--- src/rtl/tppc_pkg.sv ---
// Shared types, codes and constants for the playback position counter.
// No dependencies; the remainder unit, the top level and the bench files import this package.
package tppc_pkg;

  // Size limits of the song structure
  localparam logic [8:0] MAX_FRAMES = 9'd256;
  localparam logic [8:0] MAX_ROWS   = 9'd256;

  // Event codes carried in the kind field
  localparam logic [2:0] KIND_TICK     = 3'd0;
  localparam logic [2:0] KIND_STEP_ROW = 3'd1;
  localparam logic [2:0] KIND_SET_POS  = 3'd2;
  localparam logic [2:0] KIND_QUEUE    = 3'd3;
  localparam logic [2:0] KIND_LOOP_ON  = 3'd4;
  localparam logic [2:0] KIND_BXX      = 3'd5;
  localparam logic [2:0] KIND_CXX      = 3'd6;
  localparam logic [2:0] KIND_DXX      = 3'd7;

  // Configuration register indexes
  localparam logic [1:0] CFG_FRAME_COUNT    = 2'd0;
  localparam logic [1:0] CFG_PATTERN_LENGTH = 2'd1;
  localparam logic [1:0] CFG_SONG_INDEX     = 2'd2;

  // Request into the shared remainder unit
  typedef struct packed {
    logic       start;
    logic [8:0] dividend;
    logic [8:0] divisor;
  } mod_req_t;

  // Response from the shared remainder unit
  typedef struct packed {
    logic       busy;
    logic       done;
    logic [7:0] rem;
  } mod_rsp_t;

  // Full cursor status as reported per event
  typedef struct packed {
    logic [7:0]  cur_frame;
    logic [7:0]  cur_row;
    logic [15:0] cur_tick;
    logic [31:0] frames_total;
    logic [31:0] rows_total;
    logic [31:0] ticks_total;
    logic        queue_valid;
    logic [7:0]  queue_frame;
    logic        loop_on;
    logic [5:0]  song_number;
  } status_t;

  // A zero count acts as one, an oversized count acts as the limit
  function automatic logic [8:0] eff_limit(input logic [8:0] n, input logic [8:0] lim);
    logic [8:0] r;
    r = n;
    if (n == 9'd0) r = 9'd1;
    if (n > lim) r = lim;
    return r;
  endfunction

endpackage

--- src/rtl/tppc_in_if.sv ---
// Event input channel: valid/ready handshake with kind and operands.
// Depends on nothing.
interface tppc_in_if;
  logic       valid;
  logic       ready;
  logic [2:0] kind;
  logic [7:0] frame_arg;
  logic [7:0] row_arg;

  modport source (output valid, kind, frame_arg, row_arg, input ready);
  modport sink   (input valid, kind, frame_arg, row_arg, output ready);
endinterface

--- src/rtl/tppc_out_if.sv ---
// Status output channel: valid/ready handshake with the full cursor status.
// Depends on nothing.
interface tppc_out_if;
  logic        valid;
  logic        ready;
  logic [7:0]  cur_frame;
  logic [7:0]  cur_row;
  logic [15:0] cur_tick;
  logic [31:0] frames_total;
  logic [31:0] rows_total;
  logic [31:0] ticks_total;
  logic        queue_valid;
  logic [7:0]  queue_frame;
  logic        loop_on;
  logic [5:0]  song_number;

  modport source (output valid, cur_frame, cur_row, cur_tick, frames_total, rows_total,
                  ticks_total, queue_valid, queue_frame, loop_on, song_number,
                  input ready);
  modport sink   (input valid, cur_frame, cur_row, cur_tick, frames_total, rows_total,
                  ticks_total, queue_valid, queue_frame, loop_on, song_number,
                  output ready);
endinterface

--- src/rtl/tppc_cfg_if.sv ---
// Configuration write channel: valid/ready handshake with index and data.
// Depends on nothing.
interface tppc_cfg_if;
  logic       valid;
  logic       ready;
  logic [1:0] index;
  logic [8:0] data;

  modport source (output valid, index, data, input ready);
  modport sink   (input valid, index, data, output ready);
endinterface

--- src/rtl/tppc_mod.sv ---
// Iterative restoring remainder unit, one dividend bit per cycle.
// Depends on tppc_pkg.
module tppc_mod
  import tppc_pkg::*;
(
  input  logic     clk,
  input  logic     rst_n,
  input  mod_req_t req,
  output mod_rsp_t rsp
);

  logic       busy_r;
  logic       done_r;
  logic [3:0] cnt_r;
  logic [8:0] quo_r;
  logic [8:0] div_r;
  logic [7:0] rem_r;
  logic [8:0] trial;
  logic [8:0] diff;
  logic       fits;

  // One shift-compare-subtract step
  assign trial = {rem_r, quo_r[8]};
  assign fits  = (trial >= div_r);
  assign diff  = trial - div_r;

  // Control
  always_ff @(posedge clk) begin
    if (!rst_n) begin
      busy_r <= 1'b0;
      done_r <= 1'b0;
      cnt_r  <= 4'd0;
    end else begin
      done_r <= 1'b0;
      if (req.start) begin
        busy_r <= 1'b1;
        cnt_r  <= 4'd9;
      end else if (busy_r) begin
        cnt_r <= cnt_r - 4'd1;
        if (cnt_r == 4'd1) begin
          busy_r <= 1'b0;
          done_r <= 1'b1;
        end
      end
    end
  end

  // Datapath; remainder stays below the divisor, so 8 bits hold it
  always_ff @(posedge clk) begin
    if (req.start) begin
      quo_r <= req.dividend;
      div_r <= req.divisor;
      rem_r <= 8'd0;
    end else if (busy_r) begin
      quo_r <= {quo_r[7:0], 1'b0};
      rem_r <= fits ? diff[7:0] : trial[7:0];
    end
  end

  assign rsp.busy = busy_r;
  assign rsp.done = done_r;
  assign rsp.rem  = rem_r;

endmodule

--- src/rtl/tracker_playback_position_counter.sv ---
// Top level of the playback position counter: cursor, totals and sequencer.
// Depends on tppc_pkg, the three channel interfaces and tppc_mod.
//
// Each event transaction returns one status transaction. Events that need no
// modulo (tick, a row step inside the pattern, queue, loop on, Bxx, Cxx) go
// from the idle state straight to the result state; events that compute a frame
// number modulo the frame count (a row step that wraps, set position, Dxx) first
// wait in the modulo state for the 9-step bit-serial remainder unit. The input
// is not ready while an event is being processed; one finished status may wait
// in the output register while the next event is taken.
// Configuration writes are always ready and must be issued while idle.
module tracker_playback_position_counter
  import tppc_pkg::*;
(
  input logic         clk,
  input logic         rst_n,
  tppc_in_if.sink     in_ch,
  tppc_out_if.source  out_ch,
  tppc_cfg_if.sink    cfg_ch
);

  localparam logic [1:0] ST_IDLE = 2'd0;
  localparam logic [1:0] ST_MOD  = 2'd1;
  localparam logic [1:0] ST_DONE = 2'd2;

  logic [1:0]  state_r, state_nxt;

  logic [8:0]  frame_count_r;
  logic [8:0]  pattern_length_r;
  logic [5:0]  song_index_r;

  logic [7:0]  frame_pos_r;
  logic [7:0]  row_pos_r;
  logic [15:0] tick_pos_r;
  logic [31:0] frames_tot_r;
  logic [31:0] rows_tot_r;
  logic [31:0] ticks_tot_r;
  logic        queued_valid_r;
  logic [7:0]  queued_frame_r;
  logic        loop_flag_r;

  status_t     out_r;
  logic        out_valid_r;

  logic [8:0]  eff_frames;
  logic [8:0]  eff_rows;
  logic [8:0]  frame_lim;
  logic [8:0]  row_lim;
  logic [8:0]  next_cand;
  logic        row_wrap;
  logic        needs_mod;
  logic        in_acc;
  logic        out_load;
  logic [7:0]  bxx_frame;
  logic [7:0]  dxx_row;

  mod_req_t    mod_req;
  mod_rsp_t    mod_rsp;

  tppc_mod u_mod (
    .clk   (clk),
    .rst_n (rst_n),
    .req   (mod_req),
    .rsp   (mod_rsp)
  );

  // Effective limits and candidate values
  assign eff_frames = eff_limit(frame_count_r, MAX_FRAMES);
  assign eff_rows   = eff_limit(pattern_length_r, MAX_ROWS);
  assign frame_lim  = eff_frames - 9'd1;
  assign row_lim    = eff_rows - 9'd1;
  assign row_wrap   = ({1'b0, row_pos_r} + 9'd1) >= eff_rows;
  assign bxx_frame  = ({1'b0, in_ch.frame_arg} <= frame_lim) ? in_ch.frame_arg
                                                              : frame_lim[7:0];
  assign dxx_row    = ({1'b0, in_ch.row_arg} <= row_lim) ? in_ch.row_arg : row_lim[7:0];

  always_comb begin
    if (queued_valid_r) next_cand = {1'b0, queued_frame_r};
    else if (loop_flag_r) next_cand = {1'b0, frame_pos_r};
    else next_cand = {1'b0, frame_pos_r} + 9'd1;
  end

  // Handshakes
  assign in_ch.ready  = (state_r == ST_IDLE);
  assign in_acc       = in_ch.valid && in_ch.ready;
  assign cfg_ch.ready = 1'b1;
  assign out_load     = (state_r == ST_DONE) && (!out_valid_r || out_ch.ready);

  assign needs_mod = (in_ch.kind == KIND_SET_POS) || (in_ch.kind == KIND_DXX) ||
                     ((in_ch.kind == KIND_STEP_ROW) && row_wrap);

  // Remainder unit request
  assign mod_req.start    = in_acc && needs_mod;
  assign mod_req.dividend = (in_ch.kind == KIND_SET_POS) ? {1'b0, in_ch.frame_arg} : next_cand;
  assign mod_req.divisor  = eff_frames;

  // Sequencer
  always_comb begin
    state_nxt = state_r;
    unique case (state_r)
      ST_IDLE: if (in_acc) state_nxt = needs_mod ? ST_MOD : ST_DONE;
      ST_MOD:  if (mod_rsp.done) state_nxt = ST_DONE;
      ST_DONE: if (out_load) state_nxt = ST_IDLE;
      default: state_nxt = ST_IDLE;
    endcase
  end

  always_ff @(posedge clk) begin
    if (!rst_n) state_r <= ST_IDLE;
    else state_r <= state_nxt;
  end

  // Configuration registers
  always_ff @(posedge clk) begin
    if (!rst_n) begin
      frame_count_r    <= 9'd1;
      pattern_length_r <= 9'd64;
      song_index_r     <= 6'd0;
    end else if (cfg_ch.valid && cfg_ch.ready) begin
      unique case (cfg_ch.index)
        CFG_FRAME_COUNT:    frame_count_r    <= cfg_ch.data;
        CFG_PATTERN_LENGTH: pattern_length_r <= cfg_ch.data;
        CFG_SONG_INDEX:     song_index_r     <= cfg_ch.data[5:0];
        default: ;
      endcase
    end
  end

  // Cursor and totals; the frame number of a modulo event arrives later from the remainder unit
  always_ff @(posedge clk) begin
    if (!rst_n) begin
      frame_pos_r    <= 8'd0;
      row_pos_r      <= 8'd0;
      tick_pos_r     <= 16'd0;
      frames_tot_r   <= 32'd0;
      rows_tot_r     <= 32'd0;
      ticks_tot_r    <= 32'd0;
      queued_valid_r <= 1'b0;
      queued_frame_r <= 8'd0;
      loop_flag_r    <= 1'b0;
    end else if (in_acc) begin
      unique case (in_ch.kind)
        KIND_TICK: begin
          tick_pos_r  <= tick_pos_r + 16'd1;
          ticks_tot_r <= ticks_tot_r + 32'd1;
        end
        KIND_STEP_ROW: begin
          if (row_wrap) begin
            row_pos_r      <= 8'd0;
            queued_valid_r <= 1'b0;
            frames_tot_r   <= frames_tot_r + 32'd1;
          end else begin
            row_pos_r <= row_pos_r + 8'd1;
          end
          rows_tot_r <= rows_tot_r + 32'd1;
          tick_pos_r <= 16'd0;
        end
        KIND_SET_POS: begin
          row_pos_r  <= in_ch.row_arg;
          tick_pos_r <= 16'd0;
        end
        KIND_QUEUE: begin
          queued_frame_r <= in_ch.frame_arg;
          queued_valid_r <= 1'b1;
        end
        KIND_LOOP_ON: loop_flag_r <= 1'b1;
        KIND_BXX: begin
          frame_pos_r  <= bxx_frame;
          frames_tot_r <= frames_tot_r + 32'd1;
          row_pos_r    <= 8'd0;
          rows_tot_r   <= rows_tot_r + 32'd1;
          tick_pos_r   <= 16'd0;
        end
        KIND_CXX: frames_tot_r <= frames_tot_r + 32'd1;
        KIND_DXX: begin
          queued_valid_r <= 1'b0;
          frames_tot_r   <= frames_tot_r + 32'd1;
          row_pos_r      <= dxx_row;
          rows_tot_r     <= rows_tot_r + 32'd1;
          tick_pos_r     <= 16'd0;
        end
        default: ;
      endcase
    end else if (state_r == ST_MOD && mod_rsp.done) begin
      frame_pos_r <= mod_rsp.rem;
    end
  end

  // Output register valid
  always_ff @(posedge clk) begin
    if (!rst_n) out_valid_r <= 1'b0;
    else if (out_load) out_valid_r <= 1'b1;
    else if (out_ch.ready) out_valid_r <= 1'b0;
  end

  // Status snapshot
  always_ff @(posedge clk) begin
    if (out_load) begin
      out_r.cur_frame    <= frame_pos_r;
      out_r.cur_row      <= row_pos_r;
      out_r.cur_tick     <= tick_pos_r;
      out_r.frames_total <= frames_tot_r;
      out_r.rows_total   <= rows_tot_r;
      out_r.ticks_total  <= ticks_tot_r;
      out_r.queue_valid  <= queued_valid_r;
      out_r.queue_frame  <= queued_frame_r;
      out_r.loop_on      <= loop_flag_r;
      out_r.song_number  <= song_index_r;
    end
  end

  assign out_ch.valid        = out_valid_r;
  assign out_ch.cur_frame    = out_r.cur_frame;
  assign out_ch.cur_row      = out_r.cur_row;
  assign out_ch.cur_tick     = out_r.cur_tick;
  assign out_ch.frames_total = out_r.frames_total;
  assign out_ch.rows_total   = out_r.rows_total;
  assign out_ch.ticks_total  = out_r.ticks_total;
  assign out_ch.queue_valid  = out_r.queue_valid;
  assign out_ch.queue_frame  = out_r.queue_frame;
  assign out_ch.loop_on      = out_r.loop_on;
  assign out_ch.song_number  = out_r.song_number;

  // Remainder result only lands while the sequencer waits for it
  a_done_in_mod: assert property (@(posedge clk) disable iff (!rst_n)
    mod_rsp.done |-> state_r == ST_MOD)
    else $error("remainder done outside the wait state");

  // While waiting, the remainder unit is working or just finished
  a_mod_active: assert property (@(posedge clk) disable iff (!rst_n)
    state_r == ST_MOD |-> (mod_rsp.busy || mod_rsp.done))
    else $error("sequencer waits on an idle remainder unit");

  // A pending status is never overwritten
  a_no_overwrite: assert property (@(posedge clk) disable iff (!rst_n)
    (out_valid_r && !out_ch.ready) |-> !out_load)
    else $error("status register loaded while a result is pending");

  // An event without a modulo reaches the result stage next cycle
  a_short_path: assert property (@(posedge clk) disable iff (!rst_n)
    (in_acc && !needs_mod) |=> state_r == ST_DONE)
    else $error("short event did not move to the result stage");

endmodule

--- src/flat_wrapper.sv ---
// flat-port wrapper written by rule: the top's interface ports become plain ports
module tracker_playback_position_counter_flat import tppc_pkg::*;
  (clk, rst_n, in_ch_valid, in_ch_kind, in_ch_frame_arg, in_ch_row_arg, in_ch_ready, out_ch_valid, out_ch_cur_frame, out_ch_cur_row, out_ch_cur_tick, out_ch_frames_total, out_ch_rows_total, out_ch_ticks_total, out_ch_queue_valid, out_ch_queue_frame, out_ch_loop_on, out_ch_song_number, out_ch_ready, cfg_ch_valid, cfg_ch_index, cfg_ch_data, cfg_ch_ready);
  tppc_in_if in_ch_i ();
  tppc_out_if out_ch_i ();
  tppc_cfg_if cfg_ch_i ();
  input logic clk;
  input logic rst_n;
  input wire logic [$bits(in_ch_i.valid)-1:0] in_ch_valid;
  input wire logic [$bits(in_ch_i.kind)-1:0] in_ch_kind;
  input wire logic [$bits(in_ch_i.frame_arg)-1:0] in_ch_frame_arg;
  input wire logic [$bits(in_ch_i.row_arg)-1:0] in_ch_row_arg;
  output wire logic [$bits(in_ch_i.ready)-1:0] in_ch_ready;
  output wire logic [$bits(out_ch_i.valid)-1:0] out_ch_valid;
  output wire logic [$bits(out_ch_i.cur_frame)-1:0] out_ch_cur_frame;
  output wire logic [$bits(out_ch_i.cur_row)-1:0] out_ch_cur_row;
  output wire logic [$bits(out_ch_i.cur_tick)-1:0] out_ch_cur_tick;
  output wire logic [$bits(out_ch_i.frames_total)-1:0] out_ch_frames_total;
  output wire logic [$bits(out_ch_i.rows_total)-1:0] out_ch_rows_total;
  output wire logic [$bits(out_ch_i.ticks_total)-1:0] out_ch_ticks_total;
  output wire logic [$bits(out_ch_i.queue_valid)-1:0] out_ch_queue_valid;
  output wire logic [$bits(out_ch_i.queue_frame)-1:0] out_ch_queue_frame;
  output wire logic [$bits(out_ch_i.loop_on)-1:0] out_ch_loop_on;
  output wire logic [$bits(out_ch_i.song_number)-1:0] out_ch_song_number;
  input wire logic [$bits(out_ch_i.ready)-1:0] out_ch_ready;
  input wire logic [$bits(cfg_ch_i.valid)-1:0] cfg_ch_valid;
  input wire logic [$bits(cfg_ch_i.index)-1:0] cfg_ch_index;
  input wire logic [$bits(cfg_ch_i.data)-1:0] cfg_ch_data;
  output wire logic [$bits(cfg_ch_i.ready)-1:0] cfg_ch_ready;
  assign in_ch_i.valid = in_ch_valid;
  assign in_ch_i.kind = in_ch_kind;
  assign in_ch_i.frame_arg = in_ch_frame_arg;
  assign in_ch_i.row_arg = in_ch_row_arg;
  assign in_ch_ready = in_ch_i.ready;
  assign out_ch_valid = out_ch_i.valid;
  assign out_ch_cur_frame = out_ch_i.cur_frame;
  assign out_ch_cur_row = out_ch_i.cur_row;
  assign out_ch_cur_tick = out_ch_i.cur_tick;
  assign out_ch_frames_total = out_ch_i.frames_total;
  assign out_ch_rows_total = out_ch_i.rows_total;
  assign out_ch_ticks_total = out_ch_i.ticks_total;
  assign out_ch_queue_valid = out_ch_i.queue_valid;
  assign out_ch_queue_frame = out_ch_i.queue_frame;
  assign out_ch_loop_on = out_ch_i.loop_on;
  assign out_ch_song_number = out_ch_i.song_number;
  assign out_ch_i.ready = out_ch_ready;
  assign cfg_ch_i.valid = cfg_ch_valid;
  assign cfg_ch_i.index = cfg_ch_index;
  assign cfg_ch_i.data = cfg_ch_data;
  assign cfg_ch_ready = cfg_ch_i.ready;
  tracker_playback_position_counter u_core (.clk(clk), .rst_n(rst_n), .in_ch(in_ch_i), .out_ch(out_ch_i), .cfg_ch(cfg_ch_i));
endmodule
--- config.mk ---
export PLATFORM = sky130hd
export DESIGN_NAME = tracker_playback_position_counter_flat
export DESIGN_NICKNAME = d
export VERILOG_FILES = /design/src/rtl/tppc_pkg.sv /design/src/rtl/tppc_in_if.sv /design/src/rtl/tppc_out_if.sv /design/src/rtl/tppc_cfg_if.sv /design/src/rtl/tppc_mod.sv /design/src/rtl/tracker_playback_position_counter.sv /design/src/flat_wrapper.sv
export SDC_FILE = /design/constraint.sdc
export NUM_CORES = 1
export LEC_CHECK = 0
export BUFFER_PORTS_ARGS = -buffer_cell sky130_fd_sc_hd__buf_2
export CAP_MARGIN = 0
export CELL_PAD_IN_SITES_DETAIL_PLACEMENT = 0
export CELL_PAD_IN_SITES_GLOBAL_PLACEMENT = 2
export CORE_AREA = 5 5 253 255
export CTS_BUF_LIST = sky130_fd_sc_hd__clkbuf_4 sky130_fd_sc_hd__clkbuf_8
export DETAILED_ROUTE_END_ITERATION = 10
export DIE_AREA = 0 0 258 260
export GPL_TIMING_DRIVEN = 0
export HOLD_SLACK_MARGIN = 0.03
export PLACE_DENSITY_LB_ADDON = 0.1
export RECOVER_POWER = 25
export SLEW_MARGIN = 10
export SYNTH_ARGS = -nofsm -noshare
export SYNTH_HDL_FRONTEND = slang
export SYNTH_SLANG_ARGS = --single-unit
--- constraint.sdc ---
create_clock -name clk -period 10.2 [get_ports clk]
set_input_delay 0.51 -clock clk [delete_from_list [all_inputs] [get_ports clk]]
set_output_delay 0.51 -clock clk [all_outputs]
set_load 0.02 [all_outputs]
---- Word level (Yosys, flattened, before mapping) ----
Cells that the tools add are included.
operators by class
  $add $sub $neg .......................... 11
  $lt $le $gt $ge ......................... 6
  eq/ne operators ......................... 17
  mux-type cells .......................... 35
  bitwise gates (word level) .............. 2
  reduce and logical (&&, ||, !) cells .... 39
operators by type and width
  kind                     count
  $add A32 B1 Y32 const B  3
  $mux W9                  9
  $pmux W32 S2             1
  $mux W8                  7
  $mux W32                 1
  $pmux W16 S2             1
  $pmux W8 S4              1
  $reduce_and A2 Y1        10
  $add A8 B1 Y9 const B    2
  $ge A9 B9 Y1             2
  $gt A9 B9 Y1 const B     2
  $le A8 B9 Y1             2
  $logic_not A9 Y1         2
  $sub A9 B1 Y9 const B    2
  $add A16 B1 Y16 const B  1
  $eq A3 B3 Y1 const B     4
  $reduce_bool A2 Y1       5
  $reduce_and A3 Y1        3
  $reduce_or A3 Y1         3
  $add A8 B1 Y8 const B    1
  $mux W2                  4
  $mux W4                  2
  $sub A8 B8 Y8            1
  $mux W1                  7
  other kinds (20)         34
word-level totals
  bits in registers ....................... 341
  bits of input ports ..................... 35
  output and inout port bits .............. 147

---- Longest topological paths before layout ----
  depth after elaboration ................. 9
  depth in mapped cells ................... 16
  mapped depth without buffers ............ 14

---- Hierarchy ----
Synthesis repeated with hierarchy kept, for this count alone.
unflattened totals
  cell total of the unflattened synthesis .. 1350
  area total of the unflattened synthesis .. 15015.7 um^2
modules (own cells, without submodules)
  module                             instances  cells an instance  area an instance (um^2)
  tracker_playback_position_counter  1          1196               13314.0
  tppc_mod                           1          154                1701.6

---- Worst setup path after synthesis ----
OpenSTA, ideal clock, no wires.
  path type ............................... input port to flip-flop
  from .................................... input out_ch_ready
  to ...................................... register, netlist name u_core.out_ch.cur_frame[0]
  library setup time ...................... 666 ps
  data arrival time ....................... 6981 ps
  data required time ...................... 9534 ps
  path slack .............................. 2553 ps
  stages on the path ...................... 2
  buffers on the path ..................... 0
  cell sequence ........................... nand2b_1 > nor2b_1
between the ends
  longest elaborated chain between the ends .. 2
RTL lines
  item                 line                                     text
  start: declaration   flat_wrapper.sv:25                       input wire logic [$bits(out_ch_i.ready)-1:0] out_ch_ready;
  $logic_or A1 B1 Y1   tracker_playback_position_counter.sv:87  assign out_load = (state_r == ST_DONE) && (!out_valid_r || out_ch.ready);
  $logic_and A1 B1 Y1  tracker_playback_position_counter.sv:87
  via u_core.out_load  tracker_playback_position_counter.sv:53  logic out_load;
The timed path passes the listed nets, and every way through them passes these cells.
A chain may end at the register's enable or synchronous reset.

---- Worst setup path in the final report ----
  from .................................... register u_core.frame_count_r[3]
  to ...................................... register u_core.frame_pos_r[3]
between the ends
  longest elaborated chain between the ends .. 8
RTL lines
  item                                                                  line                                      text
  start: declaration                                                    tracker_playback_position_counter.sv:28   logic [8:0] frame_count_r;
  start signal: assignment                                              tracker_playback_position_counter.sv:121  CFG_FRAME_COUNT: frame_count_r <= cfg_ch.data;
  parallel branches: the longest is 2 deep, another holds $gt A9 B9 Y1  n/a
  $mux W9 (*)                                                           tppc_pkg.sv:57                            if (n > lim) r = lim;
  $sub A9 B1 Y9 (*)                                                     tracker_playback_position_counter.sv:70   assign frame_lim = eff_frames - 9'd1;
  $le A8 B9 Y1                                                          tracker_playback_position_counter.sv:73   assign bxx_frame = ({1'b0, in_ch.frame_arg} <= frame_lim) ? in_ch.frame_arg
  $mux W8 (*)                                                           tracker_playback_position_counter.sv:73
  $mux W8 (*)                                                           tracker_playback_position_counter.sv:142  unique case (in_ch.kind)
  $mux W8 (*)                                                           tracker_playback_position_counter.sv:141  end else if (in_acc) begin
  end signal: assignment                                                tracker_playback_position_counter.sv:168  frame_pos_r <= bxx_frame;
  end signal: assignment                                                tracker_playback_position_counter.sv:185  frame_pos_r <= mod_rsp.rem;
  end: declaration                                                      tracker_playback_position_counter.sv:32   logic [7:0] frame_pos_r;
Every way passes the cells marked *. The select of a mux whose other input is x is not followed.

==> metrics.txt <==
post-route core utilization=0.304; cell-internal power=2.47 mW; layout cells sized above 1=0.205; antenna violations before repair=2; Post-Syn Nets=1483; DIE AREA=67100 sq um; Top delay family on crit path=compound AO/OA/AOI/OAI gates; critical path fanouts, max=10; post-synthesis async set-or-reset flop share=0; Slowest cell on crit path=or4_4; worst-margin pin slew=1.76 ns; first-pass GRT wire length=roughly 73000 um; Max clock buf depth=3; Seq cells post-synth=341; Synth warnings=0; RSZ-0062 raised after global routing=false; area grow syn2layout=22.6%; vias=11600; CP Cell Sequence=or4_4, nor4_1, o21ai_0, ha_1, nor3b_1, xnor2_1, ha_1, nand3_1, o21ai_0, a211oi_1, clkbuf_1, nor3_1, o21ai_0, a31oi_1; Setup-failing EPs final=0; CTS tree=done; Power per Cell Area=185 nW/um^2; Min Hold Slack=0.149 ns; Crit Path Category=reg2reg; Sw Ratio=0.283; Synth top area share=0.320; sequential element share of the synthesized area=0.556; Peak VDD IR=a little under 0.07 mV; number of global-route vias before repair=11600; hold crit path type=in2reg; status=finished, violations left; GP Congestion=0.759; CTS clk-pin slew, worst paths=0.06 ns; Top Ports=182; Worst slew margin=-0.173; CP Capture Type=register; ranking of synthesized cells by area=edfxtp_1 32%, dfxtp_1 24%, ha_1 3.6%; WL/cell=19.1 um; largest family of logic cells by synthesized area=simple AND/OR/NAND/NOR gates; CTS Sinks=341; Total Routed Length=47900 um; final setup skew=0.0353 ns; CP Launch Type=register; clock power share=0.419; crit-path most repeated cell=o21ai_0; Leakage Power=6.91 nW; Synth Area in XOR/XNOR=0.0454; Cell Area, Synth=~15000 sq um; WP data arrival=5.10 ns; buffers and inverters on the worst path=1; final std cells w/o fill=between 2000 and 3000; Final ANT Viol Nets=0; final hold violation count=0; largest net degree at the start of global routing=30; FMAX=approximately 0.22 GHz; DIE WIDTH=258 um; DRT Pass-1 Iters=4; DRC viols=0; # H-tree levels=3; min Tclk post-route=4.61 ns; final net count=1738; post-synthesis instance total=1403; initial core utilization=0.248; # hold bufs at CTS=0; drt initial violations=roughly 540; GRT Util Overall=0.140; Post-Synth Adder-Cell Area=0.0375; failing checks=capacitance limit, slew limit; synthesized-area fraction occupied by and/or/nand/nor cells=0.178; post-synth top area cell=edfxtp_1; # fillers=6438; chip height=260 um; Final period util=0.452; # port buffers=178; Rows=91; PostCTS Resize Cnt=0; critical path required time=10.69 ns; Core ar.=61400 sq um; Max-cap violations=1; Post-synth EDFFs=around 160; DR vias/cell=4.61; Post-DP HPWL=roughly 35000 um; slowest stage delay, CP=0.61 ns; total power=3.44 mW; Flop pwr share=0.449; Cells after DPL=2377; setup bufs post-CTS=0; Syn Area/Cell=10.8 sq um; Switch Pwr=0.976 mW; mux contribution to synthesized area=0.0429; total CTS buffers=69; Netlist cell types=82; Top FF cell, synth=dfxtp_1; Final Max Tran Viols=11; grt total ovfl=0; Compound-Gate Fraction of Synth Area=0.113; root buf cell=clkbuf_8; Comb pwr share=0.131; clk_lat worst skew=0.63 ns
-- kinds of logic (layout without fill, tap and decap cells) --
group / after synthesis / in the layout
compound gates: 258 / 258
xor+xnor: 78 / 78
fa+ha+maj: 45 / 45
buf+inv: 102 / 412
flops: 341 / 341
mux: 62 / 62
other cells: 1 / 5
simple gates: 516 / 516
-- cell usage in the layout, fill, tap and decap left out, drive strengths merged, types with 6 or more instances in the layout --
cell type,count
nor2,131
inv,40
buf,204
a31oi,13
xnor2,35
clkinv,25
nor2b,14
a21o,10
dfxtp,179
a21oi,68
o31a,6
nand3b,6
nor4,14
or4,14
ha,44
mux2i,52
nand2b,25
o31ai,11
a2111oi,6
xor2,43
and4,14
and2,9
edfxtp,162
o211ai,7
and3,25
nand2,98
a211oi,6
nor3,30
clkbuf,139
nand3,61
or3,34
o21ai,71
o21a,22
nand4,25
mux2,10
-- cells in the mapped netlist (all sizes together) (3+ instances only) --
| cell type | instances |
|---|---|
| o21ai | 71 |
| or2 | 5 |
| nor2b | 14 |
| clkbuf | 45 |
| a21o | 10 |
| nand2b | 25 |
| or4 | 14 |
| and2 | 9 |
| ha | 44 |
| o22ai | 5 |
| o311ai | 3 |
| nand4b | 3 |
| a31oi | 13 |
| inv | 35 |
| a32oi | 3 |
| mux2 | 10 |
| nand3b | 6 |
| edfxtp | 162 |
| nor4 | 14 |
| a41oi | 3 |
| o31a | 6 |
| a2111oi | 6 |
| nor2 | 131 |
| nand3 | 61 |
| o211ai | 7 |
| o31ai | 11 |
| and4 | 14 |
| nand2 | 98 |
| and3 | 25 |
| buf | 20 |
| nand4 | 25 |
| or3 | 34 |
| dfxtp | 179 |
| xnor2 | 35 |
| nor3 | 30 |
| nor3b | 5 |
| a21oi | 68 |
| o21a | 22 |
| mux2i | 52 |
| a22oi | 4 |
| a211oi | 6 |
| xor2 | 43 |
-- cell type report --
cell class                      instances  area [sq um]  share of cell area
Clock inverter                         32           230              0.0124
Multi-Input combinational cell        960          6330               0.340
Clock buffer                           94          1170              0.0627
Timing Repair Buffer                  184          1030              0.0555
Antenna cell                            4          10.0            0.000537
Buffer                                 65           283              0.0152
Inverter                               37           139             0.00745
Tap cell                              790           988              0.0531
Sequential cell                       341          8450               0.453
-- state kept, by name (all words and copies together), names as in the netlist, 9 cells and up --
| signal | flops |
|---|---|
| u_core.u_mod.quo_r | 9 |
| u_core.out_ch.ticks_total | 32 |
| u_core.tick_pos_r | 16 |
| u_core.frames_tot_r | 32 |
| u_core.u_mod.div_r | 9 |
| u_core.out_ch.rows_total | 32 |
| u_core.rows_tot_r | 32 |
| u_core.out_ch.cur_tick | 16 |
| u_core.out_ch.frames_total | 32 |
| u_core.frame_count_r | 9 |
| u_core.ticks_tot_r | 32 |
| u_core.pattern_length_r | 9 |
-- through the flow --
stage / instance area, sq um / TNS [ns] / setup WS, ns
2_1_floorplan: 15200 / 0 / 2.55
3_3_place_gp: 17100 / -223.30 / -1.57
3_5_place_dp: 17200 / 0 / 5.61
4_1_cts: 18600 / 0 / 5.57
5_1_grt: 18600 / 0 / 5.25
6_report: 18600 / 0 / 5.59
-- power by group through the flow --
stage	Combinational (mW)	Sequential (mW)	Clock (mW)
3_5_place_dp	0.457	1.58	0
3_3_place_gp	0.447	1.59	0
2_1_floorplan	0.269	1.60	0
5_1_grt	0.503	1.55	1.58
6_report	0.451	1.55	1.44
4_1_cts	0.460	1.55	1.52
-- tightest hold or removal path: stages --
cell	delay, ns
buf_2	0.09
mux2i_1	0.06
nor2_1	0.07
-- path summary, 6_finish.rpt --
check                     startpoint                      endpoint  slack, ns  cells past startpoint
max          u_core.frame_count_r[3]         u_core.frame_pos_r[3]       5.59                     14
min                   cfg_ch_data[7]    u_core.pattern_length_r[7]       0.15                      3
max reg2reg  u_core.frame_count_r[3]         u_core.frame_pos_r[3]       5.59                     14
min reg2reg   u_core.song_index_r[4]  u_core.out_ch.song_number[4]       0.44                      0
-- metal layers --
metal / GRT usage / share of wire / wire (um) / up-vias
li1: - / - / - / 5702
met1: 0.186 / 0.47 / 22400 / 5558
met2: 0.229 / 0.47 / 22400 / 227
met3: 0.0289 / 0.044 / 2110 / 63
met4: 0.0454 / 0.020 / 954 / 0
met5: 0 / 0 / 0 / -
(Power assumes the default switching activity.)
